==> src/rtl/modular_exponentiation_core_macros.svh <==
// ---------------------------------------------------------------------------
// Assertion macros for the modular exponentiation core
// Clocked on clock, disabled while reset is high.
// ---------------------------------------------------------------------------
`ifndef MODULAR_EXPONENTIATION_CORE_MACROS_SVH
`define MODULAR_EXPONENTIATION_CORE_MACROS_SVH

// property must hold at every edge outside reset
`define MEXP_ASSERT(lbl, prop, msg) \
   lbl: assert property (@(posedge clock) disable iff (reset) (prop)) else $error(msg);

// expression must never be true outside reset
`define MEXP_NEVER(lbl, expr, msg) \
   `MEXP_ASSERT(lbl, !(expr), msg)

`endif

==> src/rtl/mexp_pkg.sv <==
// ---------------------------------------------------------------------------
// mexp_pkg
// Widths, constants and the request/response types of the shared
// modular multiplier.
// ---------------------------------------------------------------------------
`default_nettype none

package mexp_pkg;

   localparam int OPERAND_WIDTH = 32;                  // 8..32
   localparam int DATA_WIDTH    = 32;                  // port width
   localparam int CNT_W         = $clog2(OPERAND_WIDTH);
   localparam int EXT_W         = OPERAND_WIDTH + 2;   // holds 2r + x < 3m

   localparam logic [DATA_WIDTH-1:0] MODULUS_RESET = DATA_WIDTH'(2);

   typedef logic [OPERAND_WIDTH-1:0] opnd_type;

   localparam opnd_type OPND_ONE = OPERAND_WIDTH'(1);
   localparam opnd_type OPND_MIN = OPERAND_WIDTH'(2);

   typedef struct packed {
      logic     start;
      opnd_type x;       // must be below the modulus
      opnd_type y;
   } mul_req_type;

   typedef struct packed {
      logic     busy;
      logic     done;
      opnd_type prod;    // x * y mod m, valid with done
   } mul_rsp_type;

endpackage

`default_nettype wire

==> src/rtl/mexp_mulmod.sv <==
// ---------------------------------------------------------------------------
// mexp_mulmod
// Bit-serial interleaved modular multiplier: one multiplier bit per cycle,
// MSB first, r = 2r + y_bit*x reduced into [0, m) by one or two m.
// ---------------------------------------------------------------------------
`default_nettype none

`include "modular_exponentiation_core_macros.svh"

module mexp_mulmod (
   input  wire logic                  clock,
   input  wire logic                  reset,
   input  wire mexp_pkg::opnd_type    m,
   input  wire mexp_pkg::mul_req_type mul_req,
   output mexp_pkg::mul_rsp_type      mul_rsp
);
   import mexp_pkg::*;

   opnd_type         r_ff, r_in;
   opnd_type         x_ff, x_in;
   opnd_type         y_ff, y_in;
   logic [CNT_W-1:0] cnt_ff, cnt_in;
   logic             busy_ff, busy_in;
   logic             done_ff, done_in;

   logic [EXT_W-1:0] sum;
   logic [EXT_W-1:0] m1;
   logic [EXT_W-1:0] m2;
   logic [EXT_W-1:0] red;

   always_comb begin
      m1  = EXT_W'(m);
      m2  = {1'b0, m, 1'b0};
      sum = {1'b0, r_ff, 1'b0} + (y_ff[OPERAND_WIDTH-1] ? EXT_W'(x_ff) : EXT_W'(0));
      priority if (sum >= m2) begin
         red = sum - m2;
      end else if (sum >= m1) begin
         red = sum - m1;
      end else begin
         red = sum;
      end
   end

   always_comb begin
      r_in    = r_ff;
      x_in    = x_ff;
      y_in    = y_ff;
      cnt_in  = cnt_ff;
      busy_in = busy_ff;
      done_in = 1'b0;
      if (busy_ff) begin
         r_in = red[OPERAND_WIDTH-1:0];
         y_in = {y_ff[OPERAND_WIDTH-2:0], 1'b0};
         if (cnt_ff == '0) begin
            busy_in = 1'b0;
            done_in = 1'b1;
         end else begin
            cnt_in = cnt_ff - CNT_W'(1);
         end
      end else if (mul_req.start) begin
         r_in    = '0;
         x_in    = mul_req.x;
         y_in    = mul_req.y;
         cnt_in  = CNT_W'(OPERAND_WIDTH - 1);
         busy_in = 1'b1;
      end
   end

   always_ff @(posedge clock) begin
      r_ff   <= r_in;
      x_ff   <= x_in;
      y_ff   <= y_in;
      cnt_ff <= cnt_in;
      if (reset) begin
         busy_ff <= 1'b0;
         done_ff <= 1'b0;
      end else begin
         busy_ff <= busy_in;
         done_ff <= done_in;
      end
   end

   assign mul_rsp.busy = busy_ff;
   assign mul_rsp.done = done_ff;
   assign mul_rsp.prod = r_ff;

   `MEXP_NEVER(a_start_while_busy, mul_req.start && busy_ff, "mulmod started while busy")
   `MEXP_ASSERT(a_done_ends_run, done_ff |-> ($past(busy_ff) && !busy_ff), "stray done")
   `MEXP_ASSERT(a_rem_in_range, (busy_ff || done_ff) |-> (r_ff < m), "remainder not below m")

endmodule

`default_nettype wire

==> src/rtl/modular_exponentiation_core.sv <==
// ---------------------------------------------------------------------------
// modular_exponentiation_core
// base^exponent mod modulus by left-to-right square-and-multiply over one
// shared bit-serial modular multiplier.
//
//   channel  ports                          flow
//   req      start, busy, req_*             in at start && !busy
//   rsp      rsp_valid, rsp_power_result    out, one-cycle strobe
//   csr      csr_valid, csr_ready, csr_*    in at csr_valid && csr_ready
//
// Each modular multiplication runs in the shared multiplier. An item
// costs one reduction of base plus, per exponent bit, one square and
// one multiply when the bit is set. Exponent zero answers in the next
// cycle and leaves busy low. Otherwise busy is high from acceptance
// until the result strobe. Synchronous reset sets the modulus to 2 and
// aborts any item. The receiver cannot stall.
// ---------------------------------------------------------------------------
`default_nettype none

`include "modular_exponentiation_core_macros.svh"

module modular_exponentiation_core (
   input  wire logic                            clock,
   input  wire logic                            reset,
   input  wire logic                            start,
   output logic                                 busy,
   input  wire logic [mexp_pkg::DATA_WIDTH-1:0] req_base,
   input  wire logic [mexp_pkg::DATA_WIDTH-1:0] req_exponent,
   output logic                                 rsp_valid,
   output logic [mexp_pkg::DATA_WIDTH-1:0]      rsp_power_result,
   input  wire logic                            csr_valid,
   output logic                                 csr_ready,
   input  wire logic [mexp_pkg::DATA_WIDTH-1:0] csr_modulus
);
   import mexp_pkg::*;

   typedef enum logic [1:0] {
      ST_IDLE,
      ST_REDUCE,
      ST_SQUARE,
      ST_MULTIPLY
   } state_type;

   state_type               state_ff, state_in;
   logic [DATA_WIDTH-1:0]   modulus_ff, modulus_in;
   opnd_type                m_ff, m_in;
   opnd_type                b_ff, b_in;
   opnd_type                e_ff, e_in;
   opnd_type                acc_ff, acc_in;
   logic [CNT_W-1:0]        cnt_ff, cnt_in;
   mul_req_type             mul_req_ff, mul_req_in;
   logic                    rsp_valid_ff, rsp_valid_in;
   logic [DATA_WIDTH-1:0]   rsp_power_result_ff, rsp_power_result_in;

   mul_rsp_type             mul_rsp;
   opnd_type                m_eff;
   opnd_type                exp_in;
   logic                    bit_done;

   mexp_mulmod u_mulmod (
      .clock   (clock),
      .reset   (reset),
      .m       (m_ff),
      .mul_req (mul_req_ff),
      .mul_rsp (mul_rsp)
   );

   // moduli 0 and 1 act as 2
   always_comb begin
      m_eff = modulus_ff[OPERAND_WIDTH-1:0];
      if (m_eff < OPND_MIN) begin
         m_eff = OPND_MIN;
      end
   end

   assign exp_in = req_exponent[OPERAND_WIDTH-1:0];

   always_comb begin
      state_in            = state_ff;
      modulus_in          = modulus_ff;
      m_in                = m_ff;
      b_in                = b_ff;
      e_in                = e_ff;
      acc_in              = acc_ff;
      cnt_in              = cnt_ff;
      mul_req_in          = mul_req_ff;
      mul_req_in.start    = 1'b0;
      rsp_valid_in        = 1'b0;
      rsp_power_result_in = rsp_power_result_ff;
      bit_done            = 1'b0;

      if (csr_valid && csr_ready) begin
         modulus_in = csr_modulus;
      end

      unique case (state_ff)
         ST_IDLE: begin
            if (start) begin
               m_in   = m_eff;
               e_in   = exp_in;
               acc_in = OPND_ONE;
               cnt_in = CNT_W'(OPERAND_WIDTH - 1);
               if (exp_in == '0) begin
                  rsp_valid_in        = 1'b1;
                  rsp_power_result_in = DATA_WIDTH'(1);
               end else begin
                  // base mod m as 1 * base mod m
                  mul_req_in = '{start: 1'b1, x: OPND_ONE,
                                 y: req_base[OPERAND_WIDTH-1:0]};
                  state_in   = ST_REDUCE;
               end
            end
         end
         ST_REDUCE: begin
            if (mul_rsp.done) begin
               b_in       = mul_rsp.prod;
               mul_req_in = '{start: 1'b1, x: acc_ff, y: acc_ff};
               state_in   = ST_SQUARE;
            end
         end
         ST_SQUARE: begin
            if (mul_rsp.done) begin
               acc_in = mul_rsp.prod;
               if (e_ff[OPERAND_WIDTH-1]) begin
                  mul_req_in = '{start: 1'b1, x: mul_rsp.prod, y: b_ff};
                  state_in   = ST_MULTIPLY;
               end else begin
                  bit_done = 1'b1;
               end
            end
         end
         ST_MULTIPLY: begin
            if (mul_rsp.done) begin
               acc_in   = mul_rsp.prod;
               bit_done = 1'b1;
            end
         end
         default: begin
            state_in = ST_IDLE;
         end
      endcase

      if (bit_done) begin
         if (cnt_ff == '0) begin
            rsp_valid_in        = 1'b1;
            rsp_power_result_in = DATA_WIDTH'(mul_rsp.prod);
            state_in            = ST_IDLE;
         end else begin
            cnt_in     = cnt_ff - CNT_W'(1);
            e_in       = {e_ff[OPERAND_WIDTH-2:0], 1'b0};
            mul_req_in = '{start: 1'b1, x: mul_rsp.prod, y: mul_rsp.prod};
            state_in   = ST_SQUARE;
         end
      end
   end

   always_ff @(posedge clock) begin
      m_ff                <= m_in;
      b_ff                <= b_in;
      e_ff                <= e_in;
      acc_ff              <= acc_in;
      cnt_ff              <= cnt_in;
      mul_req_ff.x        <= mul_req_in.x;
      mul_req_ff.y        <= mul_req_in.y;
      rsp_power_result_ff <= rsp_power_result_in;
      if (reset) begin
         state_ff         <= ST_IDLE;
         modulus_ff       <= MODULUS_RESET;
         mul_req_ff.start <= 1'b0;
         rsp_valid_ff     <= 1'b0;
      end else begin
         state_ff         <= state_in;
         modulus_ff       <= modulus_in;
         mul_req_ff.start <= mul_req_in.start;
         rsp_valid_ff     <= rsp_valid_in;
      end
   end

   assign busy             = (state_ff != ST_IDLE);
   assign csr_ready        = (state_ff == ST_IDLE);
   assign rsp_valid        = rsp_valid_ff;
   assign rsp_power_result = rsp_power_result_ff;

   `MEXP_ASSERT(a_rsp_when_idle, rsp_valid_ff |-> (state_ff == ST_IDLE), "result while busy")
   `MEXP_ASSERT(a_rsp_in_range, rsp_valid |-> (rsp_power_result < DATA_WIDTH'(m_ff)), "bad result")
   `MEXP_ASSERT(a_accept_acts, (start && !busy) |=> (busy || rsp_valid_ff), "beat dropped")
   `MEXP_NEVER(a_mul_idle_fsm, (state_ff == ST_IDLE) && mul_rsp.busy, "multiplier busy at idle")

endmodule

`default_nettype wire

==> config.mk <==
export PLATFORM = sky130hd
export DESIGN_NAME = modular_exponentiation_core
export DESIGN_NICKNAME = d
export VERILOG_FILES = /design/src/rtl/mexp_pkg.sv /design/src/rtl/mexp_mulmod.sv /design/src/rtl/modular_exponentiation_core.sv
export VERILOG_INCLUDE_DIRS = /design/src /design/src/rtl
export SDC_FILE = /design/constraint.sdc
export NUM_CORES = 1
export LEC_CHECK = 0
export BUFFER_PORTS_ARGS = -buffer_cell sky130_fd_sc_hd__clkbuf_2
export CAP_MARGIN = 20
export CORE_ASPECT_RATIO = 0.8
export CORE_MARGIN = 2
export CORE_UTILIZATION = 60
export DETAILED_ROUTE_END_ITERATION = 16
export PLACE_DENSITY = 0.75
export RECOVER_POWER = 25
export REMOVE_ABC_BUFFERS = 1
export SLEW_MARGIN = 0
export SYNTH_ARGS = -nofsm -noshare
export SYNTH_HDL_FRONTEND = slang
export SYNTH_SLANG_ARGS = --single-unit
==> constraint.sdc <==
create_clock -name clock -period 6 [get_ports clock]
set_input_delay 1.2 -clock clock [delete_from_list [all_inputs] [get_ports clock]]
set_output_delay 1.2 -clock clock [all_outputs]
set_load 0.02 [all_outputs]
==> results.yml <==
synth:
  synthCells: 2277
  yosys-top-cells-count: "nand2_1 (293), o21ai_0 (201), edfxtp_1 (196)"
  yosysMostFrequentCell: "nand2_1"
  synth_edf_count: 196
  postSynthAreaPerCell_sq_um: 9.049
  yosysTopAreaCell: "edfxtp_1"
  synth_compound_area_frac: 0.2289
  async_flop_share: 0
  ys_warn_count: 0
  ys_top_cells_by_area: "edfxtp_1 (29%), dfxtp_1 (17%), ha_1 (6.3%)"
  ys_types: 80
  ys.flop_type: "edfxtp_1"
  synth_area_sq_um: 20600
  synth_top_family_by_area: "compound AO/OA/AOI/OAI gates"
  synthSimpleGateAreaFrac: 0.1521
  yosysSeqAreaShare: 0.4528
  synth.top_cell.area_share: 0.2856
  synth-xor-area-share: 0.03486
  synthMuxAreaShare: 0.01129
  ys_ff_latch: 368
  synthAdderAreaFrac: 0.06607
critical_path:
  cp_slowest_cell: "edfxtp_1"
  r2r_start: "u_mulmod.y_ff[31]$_DFFE_PP_"
  worstPathRequired_ns: 6.37
  cp-end-kind: "register"
  path_class: "reg2reg"
  path_cells: "buf_4, and2_1, ha_1, a21oi_1, o21ai_0, a221oi_2, a21boi_2, o31a_2, a211o_1, a221o_1, a21oi_1, xnor2_1, ha_1, a21o_1, a21o_1, a21o_1, a21o_1, a31oi_1, a21oi_1, or3_4, a21oi_1, a21boi_0"
  reg2reg_to: "u_mulmod.r_ff[21]$_SDFFCE_PN0P_"
  cp_max_fo: 9
  rr_worst_depth: 22
  start_kind: "register"
  ff2ff_setup_slack_ns: 0.16
  crit_arrival_ns: 6.21
  max_stage_delay_ns: 0.44
power:
  p_leak_nw: 9.616
  power.density_nw_per_um2: 633.0
  irDropWorstVdd_uv: 538.2
timing:
  hold_slack_ns: 0.4504
  finalClockSkew_ns: 0.01972
  worst_slew_pin_slew_ns: 2.416
  slew_violations: 57
  relSlewSlack: -0.6137
  period_minus_slack_ns: 5.841
  finalCritPeriodShare: 0.9735
  setup_slack_ns: 0.1590
  setup_viol: 0
  fmax_ghz: 0.1712
  finalHoldViolations: 0
floorplanning:
  dieArea_sq_um: 35850
  io-pin-count: 135
  core_area_sq_um: 33710
  start_util: 0.6113
  fp.dieW_um: 211.2
  rows: 60
  die_y_um: 169.8
placement:
  numPortBuffers: 134
  place_area_sq_um: 21600
  gp_congestion: 0.9626
  place_inst: 2733
  hpwl_mm: 40.94
  place_ws_ns: 0.07660
finish:
  seq_area_sq_um: 9331
  nets: 2550
  areaGrowthSynthToFinish_pct: 11.19
  multi_input_area_sq_um: 10250
  final_util: 0.6797
  fillerInstances: 2678
  drive_gt1_frac: 0.1164
  antenna_cells: 0
  final_cells: 2806
  design_area_sq_um: 22910
clock_tree:
  cts.sinks: 368
  cts_root_buf: "clkbuf_16"
  cts_max_level: 2
  path_clk_slew_ns: 0.07
  cts-buffers-inserted: 38
  cts_tree: "built"
  clkLatencyLatePin_ns: 0.55
  cts_max_path_buffers: 3
grt:
  grt_pass1_vias: 16610
  antenna_found_initial: 1
  grt_start_max_net_pins: 126
  overflow: 0
  grt_pass1_wl_mm: 91.36
  grt_usage: 0.3265
outcome:
  violations: "capacitance limit, slew limit"
  status: "finished with violations"
hold_path:
  whs_path_depth: 0
  hold_path.class: "reg2reg"
  min_from: "modulus_ff[22]$_SDFFE_PP0P_"
  min_to: "m_ff[22]$_SDFFCE_PN0P_"
drt:
  drt_first_iter_violations: 1907
  avgViaCountPerCell: 6.262
  totalWireLength_mm: 58.76
  num_vias: 17570
  wire_per_inst_um: 20.94
  drc: 0
  drtAntennaViolNets: 0
  dr.pass1.iters: 6
flow_run:
  maxCapViolCount: 2
## worst max-delay path, delay by kind of cell, from the launching register on
| kind | cells | cell delay, ns |
|---|---|---|
| and+or+nand+nor | 2 | 0.56 |
| AOI/OAI and AO/OA | 16 | 3.52 |
| DFF | 1 | 0.44 |
| buffers and inverters | 1 | 0.20 |
| adders and majority gates | 2 | 0.71 |
| xor gates and xnor gates | 1 | 0.23 |
## per-stage QoR
stage / TNS (ns) / total power [mW]
after detailed placement: 0 / 11.84
final: 0 / 14.50
after global placement: 0 / 11.74
after floorplan: -68.59 / 9.439
after CTS: 0 / 14.27
after global routing: -0.09553 / 15.37
## flip-flops by register name, summed over array words and instances, names as in the netlist
signal,cells
b_ff,32
acc_ff,32
u_mulmod.r_ff,32
m_ff,32
cnt_ff,5
u_mulmod.done_ff,1
u_mulmod.cnt_ff,5
rsp_valid,1
u_mulmod.x_ff,32
u_mulmod.y_ff,32
e_ff,32
state_ff,2
modulus_ff,32
rsp_power_result,32
mul_req_ff,65
u_mulmod.busy_ff,1
## routing by layer
| metal | share of wire | up-vias | GRT usage |
|---|---|---|---|
| li1 | - | 8297 | - |
| met1 | 0.47 | 8404 | 0.4966 |
| met2 | 0.42 | 793 | 0.4833 |
| met3 | 0.096 | 76 | 0.06310 |
| met4 | 0.015 | 0 | 0.06644 |
| met5 | 0 | - | 0 |
## what timing repair did
action,CTS,global route
hold buffers,0,0
setup buffers,0,2
gates resized for setup,0,5
endpoints found under the setup margin,0,32
## worst max-delay path by stage
stage / endpoint / start / depth (start not counted)
after floorplan: u_mulmod.r_ff[10]$_SDFFCE_PN0P_ / u_mulmod.y_ff[31]$_DFFE_PP_ / 21
after global placement: u_mulmod.r_ff[31]$_SDFFCE_PN0P_ / u_mulmod.y_ff[31]$_DFFE_PP_ / 21
after detailed placement: u_mulmod.r_ff[21]$_SDFFCE_PN0P_ / u_mulmod.y_ff[31]$_DFFE_PP_ / 24
after CTS: u_mulmod.r_ff[21]$_SDFFCE_PN0P_ / u_mulmod.y_ff[31]$_DFFE_PP_ / 24
after global routing: u_mulmod.r_ff[21]$_SDFFCE_PN0P_ / u_mulmod.y_ff[31]$_DFFE_PP_ / 22
final: u_mulmod.r_ff[21]$_SDFFCE_PN0P_ / u_mulmod.y_ff[31]$_DFFE_PP_ / 22
## where the power goes
part           total [mW]  internal, mW  switching, mW
Sequential           3.96          3.49          0.475
Clock                2.38          1.39          0.994
Combinational        8.16          3.16           5.00
## cells by family after synthesis
family | after synthesis
compound gates | 729
xor+xnor | 82
fa+ha+maj | 107
buf+inv | 285
flops | 368
mux | 23
simple gates | 683
## final cells by class
type / count / area share
multi-input combinational: 1624 / 0.4472
timing repair buffer: 179 / 0.04620
clock buffer: 54 / 0.04686
clock inverter: 15 / 0.007045
tap: 434 / 0.02370
sequential: 368 / 0.4073
inverter: 132 / 0.02163
## cells in the final DEF (no fill, tap or decap), types with 6 or more instances in the layout
master and count:
a211oi_1 7, nor4_1 17, dfxtp_1 170, nor2b_1 42, a22o_1 61, ha_1 102, mux2i_1 21, clkbuf_1 14
nand2b_1 43, a21o_1 60, nand4_1 16, nand2_1 293, and4_1 6, and3_1 14, o211ai_1 6, nand3_1 14
inv_1 131, and2_1 40, a21oi_1 167, xnor2_1 58, buf_4 39, edfxtp_1 196, a221oi_1 33, a22oi_1 34
clkbuf_16 40, nor2_1 157, clkbuf_2 134, xor2_1 23, nor3_1 18, o21bai_1 10, o21ai_0 201, a31oi_1 75
o21a_1 13
Power figures use the tool's default switching activity.
